**config.mk**
```make
export PLATFORM = sky130hd
export DESIGN_NAME = horizontal_motion_blur
export DESIGN_NICKNAME = d
export VERILOG_FILES = /design/src/rtl/hmb_pkg.sv /design/src/rtl/hmb_div.sv /design/src/rtl/hmb_dp.sv /design/src/rtl/hmb_ctrl.sv /design/src/rtl/horizontal_motion_blur.sv
export VERILOG_INCLUDE_DIRS = /design/src /design/src/rtl
export SDC_FILE = /design/constraint.sdc
export NUM_CORES = 2
export LEC_CHECK = 0
export BUFFER_PORTS_ARGS = -buffer_cell sky130_fd_sc_hd__buf_2
export CAP_MARGIN = 40
export CORE_MARGIN = 2
export CORE_UTILIZATION = 30
export CTS_CLUSTER_SIZE = 28
export DETAILED_ROUTE_END_ITERATION = 10
export SLEW_MARGIN = 5
export SYNTH_ARGS = -nofsm -noshare
export SYNTH_HDL_FRONTEND = slang
export SYNTH_SLANG_ARGS = --single-unit
```
**constraint.sdc**
```tcl
create_clock -name clock -period 7.9 [get_ports clock]
set_clock_uncertainty 0.2 [all_clocks]
set_input_delay 1.975 -clock clock [delete_from_list [all_inputs] [get_ports clock]]
set_output_delay 1.975 -clock clock [all_outputs]
set_load 0.005 [all_outputs]
```
**src/rtl/assert_macros.svh**
```systemverilog
// Assertion macros shared by the horizontal motion blur RTL.
`ifndef ASSERT_MACROS_SVH
`define ASSERT_MACROS_SVH

// A property that must hold at every clock edge outside reset.
`define ASSERT_ALWAYS(lbl, clk, rst, prop, msg) \
   lbl: assert property (@(posedge clk) disable iff (rst) (prop)) else $error(msg);

// Antecedent implies consequent in the same cycle.
`define ASSERT_IMPLIES(lbl, clk, rst, ante, cons, msg) \
   lbl: assert property (@(posedge clk) disable iff (rst) (ante) |-> (cons)) else $error(msg);

// Antecedent implies consequent in the following cycle.
`define ASSERT_NEXT(lbl, clk, rst, ante, cons, msg) \
   lbl: assert property (@(posedge clk) disable iff (rst) (ante) |=> (cons)) else $error(msg);

`endif

```
**src/rtl/hmb_pkg.sv**
```systemverilog
// Package of types and constants for the horizontal motion blur block.
`timescale 1ns / 1ps

package hmb_pkg;

   localparam int ROW_LENGTH = 512;
   localparam int MAX_BLUR   = 63;
   localparam int WIN_DEPTH  = 64;
   localparam int PTR_W      = $clog2(WIN_DEPTH);
   localparam int CNT_W      = PTR_W + 1;
   localparam int BLUR_W     = 6;
   localparam int COL_W      = $clog2(ROW_LENGTH);
   localparam int CHAN_W     = 8;
   localparam int NUM_CHAN   = 3;
   localparam int PIX_W      = CHAN_W * NUM_CHAN;
   localparam int SUM_W      = 14;
   localparam int DIV_CNT_W  = $clog2(SUM_W + 1);

   typedef enum logic [2:0] {
      ST_IDLE,
      ST_CHECK,
      ST_HEAD,
      ST_OWN,
      ST_ACC,
      ST_DLOAD,
      ST_DIV,
      ST_EMIT
   } state_type;

   typedef struct packed {
      logic in_ready;
      logic accept;
      logic head_read;
      logic own_load;
      logic acc_add;
      logic div_load;
      logic div_step;
      logic out_load;
   } cmd_type;

   typedef struct packed {
      logic emit_need;
      logic emit_last;
      logic nf_zero;
      logic acc_last;
      logic div_last;
      logic out_free;
   } status_type;

endpackage

```
**src/rtl/hmb_div.sv**
```systemverilog
// Restoring divider for one colour channel, one quotient bit per cycle while step is high.
`timescale 1ns / 1ps

module hmb_div
   import hmb_pkg::*;
(
   input  logic              clock,
   input  logic              load,
   input  logic              step,
   input  logic [SUM_W-1:0]  dividend,
   input  logic [BLUR_W-1:0] divisor,
   output logic [SUM_W-1:0]  quotient
);

   logic [BLUR_W-1:0] rem_ff, rem_in;
   logic [SUM_W-1:0]  dq_ff, dq_in;
   logic [BLUR_W:0]   trial;
   logic              fits;

   always_comb begin
      trial  = {rem_ff, dq_ff[SUM_W-1]};
      fits   = trial >= {1'b0, divisor};
      rem_in = fits ? BLUR_W'(trial - {1'b0, divisor}) : trial[BLUR_W-1:0];
      dq_in  = {dq_ff[SUM_W-2:0], fits};
   end

   always_ff @(posedge clock) begin
      if (load) begin
         rem_ff <= '0;
         dq_ff  <= dividend;
      end else if (step) begin
         rem_ff <= rem_in;
         dq_ff  <= dq_in;
      end
   end

   assign quotient = dq_ff;

endmodule

```
**src/rtl/hmb_dp.sv**
```systemverilog
// Datapath: pixel window memory, row counters, follower sums, dividers and output register.
`timescale 1ns / 1ps
`include "assert_macros.svh"

module hmb_dp
   import hmb_pkg::*;
(
   input  logic              clock,
   input  logic              reset,
   input  cmd_type           cmd,
   output status_type        status,
   input  logic              csr_wr_en,
   input  logic [BLUR_W-1:0] csr_wr_data,
   input  logic [PIX_W-1:0]  req_tdata,
   output logic              rsp_tvalid,
   input  logic              rsp_tready,
   output logic [PIX_W-1:0]  rsp_tdata,
   output logic              rsp_tuser,
   output logic              rsp_tlast
);

   logic [PIX_W-1:0]  win_mem [WIN_DEPTH];
   logic [PIX_W-1:0]  rdata_ff;
   logic [PTR_W-1:0]  rd_addr, wr_addr;

   logic [BLUR_W-1:0] blur_ff, blur_eff;
   logic [PTR_W-1:0]  head_ff;
   logic [CNT_W-1:0]  pending_ff, avail;
   logic [COL_W-1:0]  col_ff;
   logic              at_end_ff, at_end_now;
   logic [BLUR_W-1:0] nf_ff, nf_in, idx_ff;
   logic [PIX_W-1:0]  own_ff;
   logic [SUM_W-1:0]  sum_ff [NUM_CHAN];
   logic [SUM_W-1:0]  quot [NUM_CHAN];
   logic [DIV_CNT_W-1:0] div_cnt_ff;

   logic              out_valid_ff;
   logic [PIX_W-1:0]  out_pix_ff, out_pix_in;
   logic              out_row_end_ff, out_last_ff;
   logic              row_end_now;
   logic [CHAN_W:0]   mix [NUM_CHAN];

   assign blur_eff   = (blur_ff > BLUR_W'(MAX_BLUR)) ? BLUR_W'(MAX_BLUR) : blur_ff;
   assign at_end_now = col_ff >= COL_W'(ROW_LENGTH - 1);
   assign avail      = pending_ff - CNT_W'(1);
   assign nf_in      = at_end_ff ? ((avail < {1'b0, blur_eff}) ? avail[BLUR_W-1:0] : blur_eff)
                                 : blur_eff;
   assign wr_addr    = head_ff + pending_ff[PTR_W-1:0];
   assign rd_addr    = head_ff + ((cmd.own_load || cmd.acc_add) ?
                                  PTR_W'(idx_ff) + PTR_W'(1) : PTR_W'(0));
   assign row_end_now = at_end_ff && (pending_ff == CNT_W'(1));

   always_comb begin
      status.emit_need = at_end_ff ? (pending_ff != '0) : (pending_ff > {1'b0, blur_eff});
      status.emit_last = at_end_ff ? (pending_ff == CNT_W'(1))
                                   : (pending_ff == {1'b0, blur_eff} + CNT_W'(1));
      status.nf_zero   = (nf_ff == '0);
      status.acc_last  = (idx_ff == nf_ff);
      status.div_last  = (div_cnt_ff == DIV_CNT_W'(1));
      status.out_free  = !out_valid_ff || rsp_tready;
   end

   // Window memory: written when an item is taken, read one entry per cycle.
   always_ff @(posedge clock) begin
      if (cmd.accept) begin
         win_mem[wr_addr] <= req_tdata;
      end
      rdata_ff <= win_mem[rd_addr];
   end

   always_ff @(posedge clock) begin
      if (reset) begin
         blur_ff    <= '0;
         head_ff    <= '0;
         pending_ff <= '0;
         col_ff     <= '0;
         at_end_ff  <= 1'b0;
      end else begin
         if (csr_wr_en) begin
            blur_ff <= csr_wr_data;
         end
         if (cmd.accept) begin
            pending_ff <= pending_ff + CNT_W'(1);
            at_end_ff  <= at_end_now;
            col_ff     <= at_end_now ? '0 : col_ff + COL_W'(1);
         end else if (cmd.out_load) begin
            pending_ff <= pending_ff - CNT_W'(1);
            head_ff    <= head_ff + PTR_W'(1);
         end
      end
   end

   always_ff @(posedge clock) begin
      if (cmd.head_read) begin
         nf_ff  <= nf_in;
         idx_ff <= '0;
      end else if (cmd.own_load || cmd.acc_add) begin
         idx_ff <= idx_ff + BLUR_W'(1);
      end
      if (cmd.own_load) begin
         own_ff <= rdata_ff;
      end
      if (cmd.div_load) begin
         div_cnt_ff <= DIV_CNT_W'(SUM_W);
      end else if (cmd.div_step) begin
         div_cnt_ff <= div_cnt_ff - DIV_CNT_W'(1);
      end
   end

   for (genvar c = 0; c < NUM_CHAN; c++) begin : g_chan
      always_ff @(posedge clock) begin
         if (cmd.own_load) begin
            sum_ff[c] <= '0;
         end else if (cmd.acc_add) begin
            sum_ff[c] <= sum_ff[c] + SUM_W'(rdata_ff[c*CHAN_W +: CHAN_W]);
         end
      end

      hmb_div u_div (
         .clock    (clock),
         .load     (cmd.div_load),
         .step     (cmd.div_step),
         .dividend (sum_ff[c]),
         .divisor  (nf_ff),
         .quotient (quot[c])
      );

      // The quotient is a mean of 8-bit values, so its low byte is all of it.
      assign mix[c] = {1'b0, own_ff[c*CHAN_W +: CHAN_W]} + {1'b0, quot[c][CHAN_W-1:0]};
      assign out_pix_in[c*CHAN_W +: CHAN_W] =
         (nf_ff == '0) ? own_ff[c*CHAN_W +: CHAN_W] : mix[c][CHAN_W:1];
   end

   always_ff @(posedge clock) begin
      if (reset) begin
         out_valid_ff <= 1'b0;
      end else if (cmd.out_load) begin
         out_valid_ff <= 1'b1;
      end else if (rsp_tready) begin
         out_valid_ff <= 1'b0;
      end
   end

   always_ff @(posedge clock) begin
      if (cmd.out_load) begin
         out_pix_ff     <= out_pix_in;
         out_row_end_ff <= row_end_now;
         out_last_ff    <= status.emit_last;
      end
   end

   assign rsp_tvalid = out_valid_ff;
   assign rsp_tdata  = out_pix_ff;
   assign rsp_tuser  = out_row_end_ff;
   assign rsp_tlast  = out_last_ff;

   `ASSERT_NEXT(a_row_end_empties, clock, reset, cmd.out_load && row_end_now,
                pending_ff == '0, "window not empty after the last pixel of a row")
   `ASSERT_IMPLIES(a_row_end_col, clock, reset, cmd.out_load && row_end_now,
                   col_ff == '0, "row end emitted while the column counter is mid-row")
   `ASSERT_IMPLIES(a_quot_byte, clock, reset, cmd.out_load && (nf_ff != '0),
                   (quot[0][SUM_W-1:CHAN_W] == '0) && (quot[1][SUM_W-1:CHAN_W] == '0)
                   && (quot[2][SUM_W-1:CHAN_W] == '0), "mean of followers exceeds a byte")

endmodule

```
**src/rtl/hmb_ctrl.sv**
```systemverilog
// Controller state machine sequencing window reads, summing, division and emission.
`timescale 1ns / 1ps
`include "assert_macros.svh"

module hmb_ctrl
   import hmb_pkg::*;
(
   input  logic       clock,
   input  logic       reset,
   input  logic       req_tvalid,
   input  status_type status,
   output cmd_type    cmd
);

   state_type state_ff, state_in;

   always_ff @(posedge clock) begin
      if (reset) begin
         state_ff <= ST_IDLE;
      end else begin
         state_ff <= state_in;
      end
   end

   always_comb begin
      state_in = state_ff;
      unique case (state_ff)
         ST_IDLE:  if (req_tvalid) state_in = ST_CHECK;
         ST_CHECK: state_in = status.emit_need ? ST_HEAD : ST_IDLE;
         ST_HEAD:  state_in = ST_OWN;
         ST_OWN:   state_in = status.nf_zero ? ST_EMIT : ST_ACC;
         ST_ACC:   if (status.acc_last) state_in = ST_DLOAD;
         ST_DLOAD: state_in = ST_DIV;
         ST_DIV:   if (status.div_last) state_in = ST_EMIT;
         ST_EMIT: begin
            if (status.out_free) begin
               state_in = status.emit_last ? ST_IDLE : ST_HEAD;
            end
         end
         default:  state_in = ST_IDLE;
      endcase
   end

   always_comb begin
      cmd = '0;
      unique case (state_ff)
         ST_IDLE: begin
            cmd.in_ready = 1'b1;
            cmd.accept   = req_tvalid;
         end
         ST_HEAD:  cmd.head_read = 1'b1;
         ST_OWN:   cmd.own_load  = 1'b1;
         ST_ACC:   cmd.acc_add   = 1'b1;
         ST_DLOAD: cmd.div_load  = 1'b1;
         ST_DIV:   cmd.div_step  = 1'b1;
         ST_EMIT:  cmd.out_load  = status.out_free;
         default:  cmd = '0;
      endcase
   end

   `ASSERT_IMPLIES(a_div_needs_followers, clock, reset,
                   (state_ff == ST_ACC) || (state_ff == ST_DIV), !status.nf_zero,
                   "summing or dividing with no followers")
   `ASSERT_IMPLIES(a_accept_when_ready, clock, reset, cmd.accept,
                   cmd.in_ready && req_tvalid, "item taken while not ready")
   `ASSERT_IMPLIES(a_load_only_in_emit, clock, reset, cmd.out_load,
                   (state_ff == ST_EMIT) && status.out_free,
                   "output register loaded outside the emit state")

endmodule

```
**src/rtl/horizontal_motion_blur.sv**
```systemverilog
// Top level of the horizontal motion blur: controller and datapath.
`timescale 1ns / 1ps

// Horizontal motion blur over RGB pixels that arrive in row order, 512 pixels to a row.
// req_ carries one pixel per item; rsp_ returns blurred pixels in input order, with
// tuser marking the last pixel of a row and tlast the final result caused by an input.
// csr_wr_en writes the blur amount; write it only while the block is idle.
// An input item is taken in the idle state, then checked. Each result it releases passes
// the head, own, accumulate, divide-load, divide and emit states (nf = followers averaged,
// up to 63), skipping from own to emit when nf is 0. Accumulation reads the window memory
// one follower per cycle; a 14-step restoring divider forms each channel's follower mean.
// Results lag the input by blur_amount pixels; the last pixel of a row flushes them all.
// One item is processed at a time; req_tready is high only between items.
// A finished result sits in the output register; a new item may be taken while it waits,
// but the next result is held back until the receiver takes the one in place.
// Reset (synchronous, active high) empties the window, clears the row position and
// sets the blur amount to zero; window contents need no clearing.

module horizontal_motion_blur
   import hmb_pkg::*;
(
   input  logic              clock,
   input  logic              reset,
   input  logic              req_tvalid,
   output logic              req_tready,
   input  logic [PIX_W-1:0]  req_tdata,   // red_in, green_in, blue_in
   output logic              rsp_tvalid,
   input  logic              rsp_tready,
   output logic [PIX_W-1:0]  rsp_tdata,   // red_out, green_out, blue_out
   output logic              rsp_tuser,   // row_end
   output logic              rsp_tlast,   // last_of_run
   input  logic              csr_wr_en,
   input  logic [BLUR_W-1:0] csr_wr_data
);

   cmd_type    cmd;
   status_type status;

   hmb_ctrl u_ctrl (
      .clock      (clock),
      .reset      (reset),
      .req_tvalid (req_tvalid),
      .status     (status),
      .cmd        (cmd)
   );

   hmb_dp u_dp (
      .clock       (clock),
      .reset       (reset),
      .cmd         (cmd),
      .status      (status),
      .csr_wr_en   (csr_wr_en),
      .csr_wr_data (csr_wr_data),
      .req_tdata   (req_tdata),
      .rsp_tvalid  (rsp_tvalid),
      .rsp_tready  (rsp_tready),
      .rsp_tdata   (rsp_tdata),
      .rsp_tuser   (rsp_tuser),
      .rsp_tlast   (rsp_tlast)
   );

   assign req_tready = cmd.in_ready;

endmodule
```
==> impl_metrics.json <==
{
  "start_kind": "flip-flop",
  "clockBufferDepth": 3,
  "synthToLayoutAreaGrowth_pct": 15.2,
  "totalPowerFinal_mw": 19.6,
  "die_width_um": 493,
  "type_of_the_tightest_min_delay_check": "flip-flop to flip-flop",
  "detailed_place_hpwl_um": 107000,
  "htree_num_levels": 4,
  "power.ir.vdd_worst_v": 0.000185,
  "die_height_um": 493,
  "yosys_register_bits": 1761,
  "numClockSinks": 1761,
  "endpoint_kind": "flip-flop",
  "cts_made_buffers": 172,
  "period_needed_ps": 5900,
  "setup_viol_count_final": 0,
  "first_iter_violations": 3954,
  "synth-async-reset-ratio_pct": 0,
  "cells_after_synthesis": 3965,
  "initial_antenna_violation_count": 5,
  "grt_usage_pct": 14.9,
  "failed_checks": "DRC",
  "grt_max_degree": 78,
  "yosys_warnings": 0,
  "seq_power_share_pct": 53.2,
  "nNetsFinal": 4295,
  "finalHoldViolCount": 0,
  "combinational_cell_fraction_of_total_power_pct": 5.2,
  "grt_pass1_wl_um": 266000,
  "gp_routability_congestion": 0.799,
  "io_pins": 63,
  "pwr-share-clk_pct": 41.7,
  "crit_path_max_fanout": 70,
  "synth_flop_cell": "sky130_fd_sc_hd__edfxtp_1",
  "core_area_um2": 238000,
  "routed_wire_length_per_instance_um": 24.5,
  "postRouteAntennaNets": 0,
  "post-place-cells": 7147,
  "drive_gt1_share_pct": 22.7,
  "drt_wl_total_um": 183000,
  "final_max_slew_viol_count": 0,
  "p_sw_share_pct": 22.1,
  "p_per_area_nw_per_um2": 237,
  "post_cts.resized_instances": 0,
  "slew_headroom_pct": 34.1,
  "number_of_flops_mapped_to_enable_cells_by_yosys": 1676,
  "grt_setup_unrepaired": "no",
  "vias": 37800,
  "achievable-frequency_mhz": 169,
  "drt-pass1-iter-count": 8,
  "leakagePower_nw": 25.8,
  "floorplan.die_area_um2": 243000,
  "synth-seq-area-share_pct": 72.6,
  "setup_tns_ps": 0,
  "max_cap_violations": 0,
  "vias_in_the_first_global_route": 37700,
  "number_of_rows_in_the_core_area": 179,
  "postPlaceCellArea_um2": 76900,
  "layout_worst_path_cycle_share_pct": 74.7,
  "ctsRootBufferMaster": "sky130_fd_sc_hd__clkbuf_16",
  "num-fill-cells": 22300,
  "synth_area_um2": 71700,
  "status": "finished with violations",
  "setup_slack_ps": 2000,
  "worst_setup_hold_path_clk_slew_ps": 60,
  "place_worst_setup_slack_ps": 2000,
  "cts_tree": "built",
  "power_switching_mw": 4.33,
  "clock_insertion_delay_worst_skew_ps": 820,
  "holdBufCountCts": 0,
  "vias_per_cell": 5.07,
  "worstPathRequired_ps": 8360,
  "synth_area_per_cell_um2": 18.1,
  "tightest_slew_ps": 988,
  "buffer_ports.inserted": 62,
  "start_util_pct": 30.1,
  "post-route-util_pct": 34.7,
  "internal_power_mw": 15.2,
  "criticalPathCategory": "flip-flop to flip-flop",
  "fin_cells": 7467,
  "remaining_drc_errors": 14,
  "yosysUniqueCellTypes": 78,
  "cp.arrival_ps": 6370,
  "cts_setup_buffers": 0,
  "grt.overflow.total": 0,
  "timing.hold.ws_ps": 281,
  "synthesized_netlist_net_count": 4106,
  "post-route-cell-area_um2": 82600
}
kinds of logic after synthesis:
| family | after synthesis | share of synthesized area [%] |
|---|---|---|
| adder cells (fa/ha/maj) | 106 | 1.96 |
| flip-flops | 1761 | 72.6 |
| AO/OA/AOI/OAI | 369 | 3.75 |
| AND/OR/NAND/NOR | 878 | 5.28 |
| multiplexers | 519 | 14.0 |
| buffers and inverters | 263 | 1.54 |
| XOR/XNOR | 69 | 0.853 |
cells in the mapped netlist (40+ instances only):
cell                          n  area share (%)
sky130_fd_sc_hd__o21ai_0     53            0.37
sky130_fd_sc_hd__ha_1        95             1.7
sky130_fd_sc_hd__o221ai_1    49            0.60
sky130_fd_sc_hd__inv_1       67            0.35
sky130_fd_sc_hd__nor3_1      50            0.35
sky130_fd_sc_hd__mux2i_1     91             1.3
sky130_fd_sc_hd__buf_2       71            0.50
sky130_fd_sc_hd__a21oi_1     67            0.47
sky130_fd_sc_hd__nand2_1    352             1.8
sky130_fd_sc_hd__edfxtp_1  1676              70
sky130_fd_sc_hd__mux4_2     384              12
sky130_fd_sc_hd__dfxtp_1     85             2.4
sky130_fd_sc_hd__clkbuf_1    93            0.49
sky130_fd_sc_hd__nand3_1     40            0.28
sky130_fd_sc_hd__a32oi_1     48            0.59
sky130_fd_sc_hd__nor2_1     310             1.6
placed cells by master (no fill, tap or decap), types with 13 or more instances in the layout:
| cell | count |
|---|---|
| sky130_fd_sc_hd__a21o_1 | 17 |
| sky130_fd_sc_hd__clkbuf_1 | 47 |
| sky130_fd_sc_hd__a32oi_1 | 48 |
| sky130_fd_sc_hd__and3_1 | 17 |
| sky130_fd_sc_hd__ha_1 | 94 |
| sky130_fd_sc_hd__nand4_1 | 13 |
| sky130_fd_sc_hd__nand3_1 | 38 |
| sky130_fd_sc_hd__clkinv_2 | 25 |
| sky130_fd_sc_hd__nor2_2 | 53 |
| sky130_fd_sc_hd__o211ai_1 | 16 |
| sky130_fd_sc_hd__nand2_1 | 352 |
| sky130_fd_sc_hd__inv_1 | 66 |
| sky130_fd_sc_hd__dfxtp_1 | 85 |
| sky130_fd_sc_hd__mux4_2 | 384 |
| sky130_fd_sc_hd__o21a_1 | 27 |
| sky130_fd_sc_hd__clkinv_1 | 30 |
| sky130_fd_sc_hd__nand2b_1 | 23 |
| sky130_fd_sc_hd__xor2_1 | 37 |
| sky130_fd_sc_hd__o21ai_0 | 53 |
| sky130_fd_sc_hd__buf_2 | 62 |
| sky130_fd_sc_hd__nor2b_1 | 13 |
| sky130_fd_sc_hd__buf_4 | 117 |
| sky130_fd_sc_hd__nor2_1 | 245 |
| sky130_fd_sc_hd__a21oi_1 | 67 |
| sky130_fd_sc_hd__edfxtp_1 | 1676 |
| sky130_fd_sc_hd__buf_12 | 23 |
| sky130_fd_sc_hd__nor3_1 | 50 |
| sky130_fd_sc_hd__mux2_2 | 39 |
| sky130_fd_sc_hd__clkbuf_16 | 172 |
| sky130_fd_sc_hd__mux2i_1 | 91 |
| sky130_fd_sc_hd__xnor2_1 | 29 |
| sky130_fd_sc_hd__o221ai_1 | 49 |
flip-flops by register name, summed over array words and instances (netlist names):
register / flops
u_dp.rsp_tdata: 24
u_dp.own_ff: 24
u_dp.win_mem: 1536
u_dp.rdata_ff: 24
u_ctrl.state_ff: 3
u_dp.g_chan.u_div.quotient: 42
u_dp.g_chan.u_div.rem_ff: 18
u_dp.pending_ff: 7
u_dp.head_ff: 6
u_dp.rsp_tuser: 1
u_dp.sum_ff: 42
u_dp.blur_ff: 6
u_dp.idx_ff: 6
u_dp.rsp_tlast: 1
u_dp.at_end_ff: 1
u_dp.rsp_tvalid: 1
u_dp.div_cnt_ff: 4
u_dp.nf_ff: 6
u_dp.col_ff: 9
final timing paths:
path | start | end | slack [ps] | cells after the start
max | u_ctrl.state_ff[0] | u_dp.rdata_ff[17] | 2000 | 13
min | u_dp.g_chan[2].u_div.rem_ff[5] | u_dp.g_chan[2].u_div.rem_ff[5] | 280 | 1
max reg2reg | u_ctrl.state_ff[0] | u_dp.rdata_ff[17] | 2000 | 13
min reg2reg | u_dp.g_chan[2].u_div.rem_ff[5] | u_dp.g_chan[2].u_div.rem_ff[5] | 280 | 1
cell type report:
type	count	area, um^2	share of cell area, %
sequential	1761	52000	63.0
multi-input combinational	1941	18900	22.9
clock buffer	231	4650	5.63
tap	3167	3960	4.80
timing repair buffer	209	1790	2.17
clock inverter	87	966	1.17
inverter	69	259	0.314
antenna	2	5.00	0.00606
per-layer routing:
layer / part of all wire, % / track usage [%] / vias up
met2: 46 / 23.3 / 1417
met4: 2.2 / 3.67 / 0
met5: 0 / 0 / -
met1: 43 / 21.1 / 20000
li1: - / - / 16200
met3: 8.0 / 3.24 / 239
worst max-delay path, stage by stage (launching register included):
cell and delay [ps]:
sky130_fd_sc_hd__dfxtp_1 670, sky130_fd_sc_hd__nor3b_4 80, sky130_fd_sc_hd__buf_4 280, sky130_fd_sc_hd__nor2_1 560
sky130_fd_sc_hd__nor2_1 170, sky130_fd_sc_hd__ha_4 210, sky130_fd_sc_hd__fa_4 1240, sky130_fd_sc_hd__buf_12 370
sky130_fd_sc_hd__buf_4 540, sky130_fd_sc_hd__mux4_2 380, sky130_fd_sc_hd__nand2_1 80, sky130_fd_sc_hd__nand2_1 80
sky130_fd_sc_hd__o221ai_1 520, sky130_fd_sc_hd__mux2i_1 140
power by group through the flow:
| stage | Clock [mW] | Combinational, mW | Sequential, mW |
|---|---|---|---|
| final | 8.16 | 1.01 | 10.4 |
| after detailed placement | 0 | 1.01 | 10.6 |
| after global routing | 8.67 | 1.11 | 10.4 |
| after CTS | 8.32 | 1.02 | 10.4 |
| after floorplan | 0 | 0.630 | 10.5 |
| after global placement | 0 | 0.990 | 10.6 |
Power figures use the tool's default switching activity.
